$ cat config.mk
export PLATFORM = sky130hd
export DESIGN_NAME = multi_channel_soft_timer_bank_unit
export DESIGN_NICKNAME = d
export VERILOG_FILES = /design/src/hdl/mcstb_pkg.sv /design/src/hdl/multi_channel_soft_timer_bank_unit.sv /design/src/hdl/mcstb_front.sv /design/src/hdl/mcstb_engine.sv
export VERILOG_INCLUDE_DIRS = /design/src /design/src/hdl
export SDC_FILE = /design/constraint.sdc
export NUM_CORES = 1
export LEC_CHECK = 0
export BUFFER_PORTS_ARGS = -buffer_cell sky130_fd_sc_hd__clkbuf_2
export CORE_MARGIN = 2
export CORE_UTILIZATION = 50
export CTS_CLUSTER_DIAMETER = 200
export CTS_CLUSTER_SIZE = 40
export DETAILED_ROUTE_END_ITERATION = 8
export MAX_ROUTING_LAYER = met4
export PLACE_DENSITY = 0.76
export SLEW_MARGIN = 40
export SYNTH_ARGS = -nofsm -noshare
export SYNTH_HDL_FRONTEND = slang
export SYNTH_SLANG_ARGS = --single-unit
$ cat constraint.sdc
create_clock -name clock -period 6.85 [get_ports clock]
set_input_delay 0.3425 -clock clock [delete_from_list [all_inputs] [get_ports clock]]
set_output_delay 0.3425 -clock clock [all_outputs]
set_load 0.01 [all_outputs]
$ cat src/hdl/multi_channel_soft_timer_bank_unit_defines.svh
// Assertion macros for the soft timer bank.
// Clock is clock, reset is reset (synchronous, active high).
`ifndef MULTI_CHANNEL_SOFT_TIMER_BANK_UNIT_DEFINES_SVH
`define MULTI_CHANNEL_SOFT_TIMER_BANK_UNIT_DEFINES_SVH

`ifndef ASSERT_OFF

// Same-cycle implication.
`define MCSTB_ASSERT_IMP(label, ante, cons) \
   label: assert property (@(posedge clock) disable iff (reset) (ante) |-> (cons)) \
      else $error("assertion failed");

// Next-cycle implication.
`define MCSTB_ASSERT_NXT(label, ante, cons) \
   label: assert property (@(posedge clock) disable iff (reset) (ante) |=> (cons)) \
      else $error("assertion failed");

`else

`define MCSTB_ASSERT_IMP(label, ante, cons)
`define MCSTB_ASSERT_NXT(label, ante, cons)

`endif

`endif

$ cat src/hdl/mcstb_pkg.sv
package mcstb_pkg;

   // command codes on req_tuser
   localparam logic [2:0] CMD_REGISTER = 3'd0;
   localparam logic [2:0] CMD_PERIOD   = 3'd1;
   localparam logic [2:0] CMD_START    = 3'd2;
   localparam logic [2:0] CMD_STOP     = 3'd3;
   localparam logic [2:0] CMD_CLEAR    = 3'd4;
   localparam logic [2:0] CMD_TICK     = 3'd5;

   // result kinds on rsp_tuser
   localparam logic [1:0] EV_DONE   = 2'd0;
   localparam logic [1:0] EV_EXPIRE = 2'd1;
   localparam logic [1:0] EV_QUIET  = 2'd2;

   // status codes
   localparam logic [1:0] ST_OK      = 2'd0;
   localparam logic [1:0] ST_DUP     = 2'd1;
   localparam logic [1:0] ST_FULL    = 2'd2;
   localparam logic [1:0] ST_UNKNOWN = 2'd3;

   // max expiry results reported per tick
   localparam int RES_CAP = 16;
   localparam int REP_W   = $clog2(RES_CAP + 1);

   typedef enum logic [2:0] {
      OP_REGISTER,
      OP_PERIOD,
      OP_START,
      OP_STOP,
      OP_CLEAR,
      OP_TICK,
      OP_NOP
   } op_type;

   typedef struct packed {
      op_type      op;
      logic [7:0]  id;
      logic [31:0] period;
      logic        single;
   } cmd_type;

   typedef struct packed {
      logic    vld;
      cmd_type cmd;
   } qhead_type;

endpackage

$ cat src/hdl/multi_channel_soft_timer_bank_unit.sv
// Soft timer bank: up to NUM_SLOTS numbered timers, filled in registration order.
// Commands and ticks enter a two-beat queue; the engine takes one at a time and
// walks the registered slots one per cycle through slot stores with a registered
// read, holding while an expiry beat waits on rsp_tready. A tick pops the command,
// reads each timer, checks for the end of the walk and gives its final result.
// Register walks the registered timers for a duplicate check, stopping just past a
// match, and skips the walk on a full bank, as does an unused command code; the
// other commands stop just past the matching timer. A tick gives one beat per expired
// timer (at most 16, tlast on the final one) or a single no-expiry beat.
`include "multi_channel_soft_timer_bank_unit_defines.svh"

module multi_channel_soft_timer_bank_unit
   import mcstb_pkg::*;
#(
   parameter int NUM_SLOTS = 16
)
(
   input  logic        clock,
   input  logic        reset,
   input  logic        req_tvalid,
   output logic        req_tready,
   input  logic [47:0] req_tdata,   // timer_id[7:0], period_ticks[39:8], one_shot[40], zero pad
   input  logic [2:0]  req_tuser,   // command[2:0]
   output logic        rsp_tvalid,
   input  logic        rsp_tready,
   output logic [15:0] rsp_tdata,   // status[1:0], expired_id[9:2], zero pad
   output logic [1:0]  rsp_tuser,   // event_res[1:0]
   output logic        rsp_tlast
);

   qhead_type head;
   logic      pop;

   mcstb_front u_front (
      .clock      (clock),
      .reset      (reset),
      .req_tvalid (req_tvalid),
      .req_tready (req_tready),
      .req_tdata  (req_tdata),
      .req_tuser  (req_tuser),
      .head       (head),
      .pop        (pop)
   );

   mcstb_engine #(
      .NUM_SLOTS (NUM_SLOTS)
   ) u_engine (
      .clock      (clock),
      .reset      (reset),
      .head       (head),
      .pop        (pop),
      .rsp_tvalid (rsp_tvalid),
      .rsp_tready (rsp_tready),
      .rsp_tdata  (rsp_tdata),
      .rsp_tuser  (rsp_tuser),
      .rsp_tlast  (rsp_tlast)
   );

   `MCSTB_ASSERT_IMP(a_pop_nonempty, pop, head.vld)
   `MCSTB_ASSERT_IMP(a_cmd_single_beat, rsp_tvalid && (rsp_tuser == EV_DONE), rsp_tlast)
   `MCSTB_ASSERT_IMP(a_quiet, rsp_tvalid && (rsp_tuser == EV_QUIET), rsp_tlast && (rsp_tdata == '0))
   `MCSTB_ASSERT_NXT(a_pop_takes_head, pop && head.vld && !req_tvalid, !pop)

endmodule

$ cat src/hdl/mcstb_front.sv
module mcstb_front
   import mcstb_pkg::*;
(
   input  logic        clock,
   input  logic        reset,
   input  logic        req_tvalid,
   output logic        req_tready,
   input  logic [47:0] req_tdata,   // timer_id[7:0], period_ticks[39:8], one_shot[40], zero pad
   input  logic [2:0]  req_tuser,   // command[2:0]
   output qhead_type   head,
   input  logic        pop
);

   cmd_type     q_ff [2];
   logic        wr_ptr_ff;
   logic        rd_ptr_ff;
   logic [1:0]  cnt_ff;
   logic        push;
   cmd_type     dec;

   always_comb begin
      dec.id     = req_tdata[7:0];
      dec.period = req_tdata[39:8];
      dec.single = req_tdata[40];
      case (req_tuser)
         CMD_REGISTER: dec.op = OP_REGISTER;
         CMD_PERIOD:   dec.op = OP_PERIOD;
         CMD_START:    dec.op = OP_START;
         CMD_STOP:     dec.op = OP_STOP;
         CMD_CLEAR:    dec.op = OP_CLEAR;
         CMD_TICK:     dec.op = OP_TICK;
         default:      dec.op = OP_NOP;
      endcase
   end

   assign req_tready = (cnt_ff != 2'd2);
   assign push       = req_tvalid && req_tready;
   assign head.vld   = (cnt_ff != 2'd0);
   assign head.cmd   = q_ff[rd_ptr_ff];

   always_ff @(posedge clock) begin
      if (push) begin
         q_ff[wr_ptr_ff] <= dec;
      end
   end

   always_ff @(posedge clock) begin
      if (reset) begin
         wr_ptr_ff <= 1'b0;
         rd_ptr_ff <= 1'b0;
         cnt_ff    <= 2'd0;
      end else begin
         if (push) begin
            wr_ptr_ff <= ~wr_ptr_ff;
         end
         if (pop) begin
            rd_ptr_ff <= ~rd_ptr_ff;
         end
         case ({push, pop})
            2'b10:   cnt_ff <= cnt_ff + 2'd1;
            2'b01:   cnt_ff <= cnt_ff - 2'd1;
            default: cnt_ff <= cnt_ff;
         endcase
      end
   end

endmodule

$ cat src/hdl/mcstb_engine.sv
module mcstb_engine
   import mcstb_pkg::*;
#(
   parameter int NUM_SLOTS = 16
)
(
   input  logic        clock,
   input  logic        reset,
   input  qhead_type   head,
   output logic        pop,
   output logic        rsp_tvalid,
   input  logic        rsp_tready,
   output logic [15:0] rsp_tdata,   // status[1:0], expired_id[9:2], zero pad
   output logic [1:0]  rsp_tuser,   // event_res[1:0]
   output logic        rsp_tlast
);

   localparam int CNT_W = $clog2(NUM_SLOTS + 1);
   localparam int IDX_W = (NUM_SLOTS > 1) ? $clog2(NUM_SLOTS) : 1;

   typedef enum logic [1:0] {
      S_IDLE,
      S_WALK,
      S_DONE
   } state_type;

   // slot stores
   logic [7:0]  num_mem    [NUM_SLOTS];
   logic [31:0] per_mem    [NUM_SLOTS];
   logic        single_mem [NUM_SLOTS];
   logic [31:0] cnt_mem    [NUM_SLOTS];
   logic        running_ff [NUM_SLOTS];

   state_type        state_ff;
   cmd_type          cur_ff;
   logic [CNT_W-1:0] next_free_ff;
   logic [CNT_W-1:0] issue_ff;
   logic             s2_vld_ff;
   logic [IDX_W-1:0] s2_idx_ff;
   logic [7:0]       rd_num_ff;
   logic [31:0]      rd_per_ff;
   logic             rd_single_ff;
   logic [31:0]      rd_cnt_ff;
   logic             found_ff;
   logic             full_ff;
   logic             pend_vld_ff;
   logic [7:0]       pend_id_ff;
   logic [REP_W-1:0] rep_ff;

   logic             out_vld_ff;
   logic [1:0]       out_ev_ff;
   logic [1:0]       out_st_ff;
   logic [7:0]       out_id_ff;
   logic             out_last_ff;

   logic             walking;
   logic             out_free;
   logic             is_tick;
   logic             s2_run;
   logic [31:0]      cnt_inc;
   logic             fire;
   logic             hit;
   logic             report;
   logic             emit_need;
   logic             adv;
   logic             iss_ok;
   logic             rd_en;
   logic [IDX_W-1:0] rd_addr;
   logic [IDX_W-1:0] nf_idx;
   logic             walk_end;
   logic             reg_wr;
   logic             tick_upd;
   logic             act;
   logic [1:0]       fin_st;

   assign walking  = (state_ff == S_WALK);
   assign out_free = !out_vld_ff || rsp_tready;
   assign is_tick  = (cur_ff.op == OP_TICK);
   assign s2_run   = running_ff[s2_idx_ff];
   assign cnt_inc  = rd_cnt_ff + 32'd1;
   assign fire     = (cnt_inc >= rd_per_ff);
   assign hit      = (rd_num_ff == cur_ff.id) && !found_ff;
   assign report   = (rep_ff < REP_W'(RES_CAP));

   // a reported expiry pushes out the one held before it
   assign emit_need = walking && s2_vld_ff && is_tick && s2_run && fire && report && pend_vld_ff;
   assign adv       = !emit_need || out_free;

   assign iss_ok   = (issue_ff < next_free_ff) && !found_ff;
   assign rd_en    = walking && adv && iss_ok;
   assign rd_addr  = issue_ff[IDX_W-1:0];
   assign nf_idx   = next_free_ff[IDX_W-1:0];
   assign walk_end = walking && !s2_vld_ff && !iss_ok;
   assign reg_wr   = walk_end && (cur_ff.op == OP_REGISTER) && !found_ff;
   assign tick_upd = walking && adv && s2_vld_ff && is_tick && s2_run;
   assign act      = walking && adv && s2_vld_ff && !is_tick && hit;

   assign pop = (state_ff == S_IDLE) && head.vld;

   always_comb begin
      case (cur_ff.op)
         OP_REGISTER: fin_st = full_ff ? ST_FULL : (found_ff ? ST_DUP : ST_OK);
         OP_PERIOD,
         OP_START,
         OP_STOP,
         OP_CLEAR:    fin_st = found_ff ? ST_OK : ST_UNKNOWN;
         default:     fin_st = ST_OK;
      endcase
   end

   always_ff @(posedge clock) begin
      if (tick_upd) begin
         cnt_mem[s2_idx_ff] <= fire ? 32'd0 : cnt_inc;
      end else if (act && (cur_ff.op == OP_CLEAR)) begin
         cnt_mem[s2_idx_ff] <= 32'd0;
      end else if (reg_wr) begin
         cnt_mem[nf_idx] <= 32'd0;
      end
      if (rd_en) begin
         rd_cnt_ff <= cnt_mem[rd_addr];
      end
   end

   always_ff @(posedge clock) begin
      if (act && (cur_ff.op == OP_PERIOD)) begin
         per_mem[s2_idx_ff] <= cur_ff.period;
      end else if (reg_wr) begin
         per_mem[nf_idx] <= cur_ff.period;
      end
      if (rd_en) begin
         rd_per_ff <= per_mem[rd_addr];
      end
   end

   always_ff @(posedge clock) begin
      if (reg_wr) begin
         num_mem[nf_idx] <= cur_ff.id;
      end
      if (rd_en) begin
         rd_num_ff <= num_mem[rd_addr];
      end
   end

   always_ff @(posedge clock) begin
      if (reg_wr) begin
         single_mem[nf_idx] <= cur_ff.single;
      end
      if (rd_en) begin
         rd_single_ff <= single_mem[rd_addr];
      end
   end

   always_ff @(posedge clock) begin
      if (reset) begin
         state_ff     <= S_IDLE;
         next_free_ff <= '0;
         issue_ff     <= '0;
         s2_vld_ff    <= 1'b0;
         found_ff     <= 1'b0;
         full_ff      <= 1'b0;
         pend_vld_ff  <= 1'b0;
         rep_ff       <= '0;
         out_vld_ff   <= 1'b0;
         for (int i = 0; i < NUM_SLOTS; i++) begin
            running_ff[i] <= 1'b0;
         end
      end else begin
         if (rsp_tready) begin
            out_vld_ff <= 1'b0;
         end
         case (state_ff)
            S_IDLE: begin
               if (head.vld) begin
                  cur_ff      <= head.cmd;
                  issue_ff    <= '0;
                  s2_vld_ff   <= 1'b0;
                  found_ff    <= 1'b0;
                  pend_vld_ff <= 1'b0;
                  rep_ff      <= '0;
                  full_ff     <= (head.cmd.op == OP_REGISTER) &&
                                 (next_free_ff == CNT_W'(NUM_SLOTS));
                  if ((head.cmd.op == OP_NOP) ||
                      ((head.cmd.op == OP_REGISTER) &&
                       (next_free_ff == CNT_W'(NUM_SLOTS)))) begin
                     state_ff <= S_DONE;
                  end else begin
                     state_ff <= S_WALK;
                  end
               end
            end
            S_WALK: begin
               if (adv) begin
                  s2_vld_ff <= rd_en;
                  if (rd_en) begin
                     s2_idx_ff <= rd_addr;
                     issue_ff  <= issue_ff + CNT_W'(1);
                  end
                  if (s2_vld_ff) begin
                     if (is_tick) begin
                        if (s2_run && fire) begin
                           if (rd_single_ff) begin
                              running_ff[s2_idx_ff] <= 1'b0;
                           end
                           if (report) begin
                              pend_vld_ff <= 1'b1;
                              pend_id_ff  <= rd_num_ff;
                              rep_ff      <= rep_ff + REP_W'(1);
                              if (pend_vld_ff) begin
                                 out_vld_ff  <= 1'b1;
                                 out_ev_ff   <= EV_EXPIRE;
                                 out_st_ff   <= ST_OK;
                                 out_id_ff   <= pend_id_ff;
                                 out_last_ff <= 1'b0;
                              end
                           end
                        end
                     end else if (hit) begin
                        found_ff <= 1'b1;
                        case (cur_ff.op)
                           OP_START: running_ff[s2_idx_ff] <= 1'b1;
                           OP_STOP:  running_ff[s2_idx_ff] <= 1'b0;
                           default:  ;
                        endcase
                     end
                  end
               end
               if (walk_end) begin
                  if (reg_wr) begin
                     next_free_ff <= next_free_ff + CNT_W'(1);
                  end
                  state_ff <= S_DONE;
               end
            end
            S_DONE: begin
               if (out_free) begin
                  out_vld_ff  <= 1'b1;
                  out_last_ff <= 1'b1;
                  if (is_tick) begin
                     out_ev_ff <= pend_vld_ff ? EV_EXPIRE : EV_QUIET;
                     out_st_ff <= ST_OK;
                     out_id_ff <= pend_vld_ff ? pend_id_ff : 8'd0;
                  end else begin
                     out_ev_ff <= EV_DONE;
                     out_st_ff <= fin_st;
                     out_id_ff <= cur_ff.id;
                  end
                  state_ff <= S_IDLE;
               end
            end
            default: state_ff <= S_IDLE;
         endcase
      end
   end

   assign rsp_tvalid = out_vld_ff;
   assign rsp_tdata  = {6'd0, out_id_ff, out_st_ff};
   assign rsp_tuser  = out_ev_ff;
   assign rsp_tlast  = out_last_ff;

endmodule
==> summary.txt <==
Global route
  – Gr ovfl total: 0
  – Largest net degree at the start of global routing: 75
  – Initial antenna violation count: 3
  – Vias in the first global route: about 26,000
  – First-pass GRT wire length: 172,000 um
  – Total Routing Usage GR: between 20% and 30%

Setup path
  – Reg2reg end: u_engine.cnt_mem[1][29]
  – Worst-path maximum fanout: 32
  – R2R setup slack: 0.87 ns
  – WS Path Type: reg -> reg
  – CP arrival: ~6.3 ns
  – R2R cell count: 16
  – Reg2reg start: u_engine.rd_cnt_ff[0]
  – Worst setup SP type: flop
  – Critical Path RT: roughly 7.1 ns
  – Crit. End Element: flop

Synth
  – Yosys cell types: 72
  – Syn Area/Cell: 22.0 um2
  – Synth top area share: 75.7%
  – FFs w/ async S/R, synth: 0%
  – Flops & latches, synth: about 1,400
  – Count leader, synth: edfxtp_1
  – Mapped Area: 0.0561 mm2
  – Mapped Cells: 2,551
  – Top cells by area, synth: edfxtp_1, mux4_2, dfxtp_1
  – Synth area leader: edfxtp_1
  – Synth cell count leaders: edfxtp_1, mux4_2, nor2_1, clkbuf_1, nand2_1
  – Sequential-to-total area share from yosys stat: roughly 77%
  – EDFF count, synth: between 1,000 and 1,500
  – Ys flop type: edfxtp_1
  – YS warnings: 0

STA
  – Crit share post-route: between 80% and 90%
  – Setup Viol. Count Final: 0
  – Fmax: around 170 MHz
  – RSZ-0062 raised after global routing: no
  – Final worst slack: slightly below 0.9 ns
  – Setup TNS: 0 ns
  – Final slew viol count: 0
  – Fin. Hold Viols: 0
  – Worst slew margin: 43.0%
  – Final min period: ~6 ns
  – Worst Skew: about 0.058 ns
  – Worst Max-Slew Pin Slew: about 0.85 ns

Power
  – Combinational Power Share: 6.0%
  – Cell area power density: 246 mW/mm2
  – Max rail drop VDD: roughly 0.26 mV
  – Total chip power: 15.0 mW
  – Sequential Power Share: between 70% and 80%
  – P_leak: around 18 nW
  – Sw frac: roughly 22%
  – Psw: 3.27 mW
  – Clock power share: 24.0%
  – Cell internal pwr: between 10 and 15 mW

Drt
  – WL/cell: around 27 um
  – Iter 0 DRT Violations: between 3,000 and 4,000
  – Initial DRT Pass Iterations: 5
  – Vias per cell: between 6 and 7
  – Post-Route WL: about 120,000 um
  – DRT antenna net count: 0
  – DR vias: 26,000
  – Drc violations: 0

Run status
  – Outcome: complete, no violations

Floorplanning
  – Initial Utilization: 50.6%
  – Core area: 0.111 mm2
  – Die Span Y: between 300 and 400 um
  – Core Rows: between 100 and 150
  – Io pins: 76
  – Die area: 0.115 mm2
  – Chip Width: 339 um

Placement
  – Area after DPL: just under 0.06 mm2
  – DP Worst Slack: between 1 and 1.5 ns
  – PortBufs: slightly above 60
  – Hpwl dp: between 60,000 and 70,000 um
  – RD Place Congestion: roughly 0.88

Final layout
  – Number of fill cells: 8,012
  – Share of cells above drive strength 1: a little over a quarter
  – Area occupied by multi-input gates: ~0.013 mm2
  – Finished layout cell area: just over 0.06 mm2
  – NumNets Final: roughly 2,800
  – Post-layout util: 54.8%
  – Area grow syn2layout: 8.43%
  – FF/Latch Area: about 0.043 mm2

CTS
  – CTS root buf: clkbuf_16
  – CTS buffer count: 42
  – Clk slew on worst S/H paths: between 0.1 and 0.15 ns
  – CTS tree: built
  – Clk sinks: approximately 1,400
  – Clk_lat worst skew: between 0.6 and 0.7 ns
  – Number of H-tree levels: 2
  – CTS max path bufs: 3
  – Resize count post-CTS: 0

Run
  – Max-cap violation count: 0

Min path
  – HP Class: in -> reg
  – Worst hold start: rsp_tready
  – Worst Hold Path EP: u_engine.rsp_tvalid
  – Hold Path Cell Cnt: 4
-- cells by family after synthesis --
kind of cell,Yosys count,share of synthesized area [%]
mux,422,15.9
compound gates,135,1.71
flops,1445,76.8
buf+inv,168,1.22
other cells,1,0.00668
simple gates,288,2.64
xor+xnor,45,0.702
fa+ha+maj,47,1.05
-- metal layers --
metal	share of wire, %	routed length (um)	track usage, %
met1	40	45900	28.1
met2	51	58600	33.7
met3	7.5	8590	2.45
met4	1.9	2210	4.31
met5	0	0	-
-- worst max-delay path: stages (launching register included) --
cell and delay (ns):
edfxtp_1 0.44, ha_1 0.23, nand2_1 0.12, nor4_1 0.61, and4_1 0.34, and2_1 0.30
nand2_1 0.11, xnor2_1 0.22, ha_1 0.28, and2_1 0.17, a221o_1 0.37, a221oi_2 0.27
nand3_1 0.23, o21ai_0 0.66, a31oi_2 0.41, a21oi_4 0.24, buf_4 0.58
-- timing repair --
item / CTS / global route
hold buffers: 44 / 0
hold endpoints to repair: 88 / 0
buffers inserted: 0 / 0
-- cells in the final DEF, fill, tap and decap left out, drive strengths merged, types with 44 or more instances in the layout --
| master | synthesis | layout |
|---|---|---|
| a21oi | 44 | 44 |
| buf | 43 | 103 |
| clkbuf | 77 | 120 |
| dlygate4sd3 | 0 | 44 |
| edfxtp | 1414 | 1414 |
| ha | 47 | 47 |
| inv | 47 | 49 |
| mux2 | 49 | 49 |
| mux4 | 369 | 369 |
| nand2 | 52 | 52 |
| nor2 | 81 | 81 |
-- through the flow --
step / hold WS [ns] / cells
final: 0.0763 / 4195
after floorplan: 0.431 / 2556
after detailed placement: 0.459 / 4086
after global placement: 0.455 / 4079
after global routing: 0.102 / 4195
after CTS: 0.0569 / 4191
-- flip-flops by register name, indices dropped and copies added (netlist names), 32 cells and up, named ones only --
signal              flops
u_engine.cur_ff        44
u_front.q_ff           88
u_engine.num_mem      128
u_engine.cnt_mem      512
u_engine.per_mem      512
u_engine.rd_per_ff     32
u_engine.rd_cnt_ff     32
-- worst max path at each step --
stage                                startpoint                        to  cells past startpoint
final                     u_engine.rd_cnt_ff[0]   u_engine.cnt_mem[1][29]                     16
after global routing      u_engine.rd_cnt_ff[0]   u_engine.cnt_mem[0][10]                     16
after CTS                 u_engine.rd_cnt_ff[0]   u_engine.cnt_mem[0][23]                     16
after detailed placement  u_engine.rd_cnt_ff[0]   u_engine.cnt_mem[14][1]                     16
after global placement    u_engine.rd_cnt_ff[0]  u_engine.cnt_mem[14][17]                     16
after floorplan           u_engine.rd_cnt_ff[0]     u_engine.rd_cnt_ff[0]                     15
-- layout make-up --
type	instances	share of cell area [%]
inverter	48	0.296
clock inverter	3	0.0966
clock buffer	58	1.86
timing repair buffer	209	2.75
antenna	1	0.00411
tap	1488	3.06
multi-input combinational	943	21.1
sequential	1445	70.8
-- power groups by stage --
stage / clock [mW] / sequential (mW) / combinational, mW
finish: 3.60 / 10.5 / 0.900
global route: 3.90 / 10.5 / 0.969
CTS: 3.66 / 10.5 / 0.903
detailed placement: 0 / 10.7 / 0.879
global placement: 0 / 10.6 / 0.833
floorplan: 0 / 10.6 / 0.523
No activity file was read; power rests on OpenSTA's default activity.
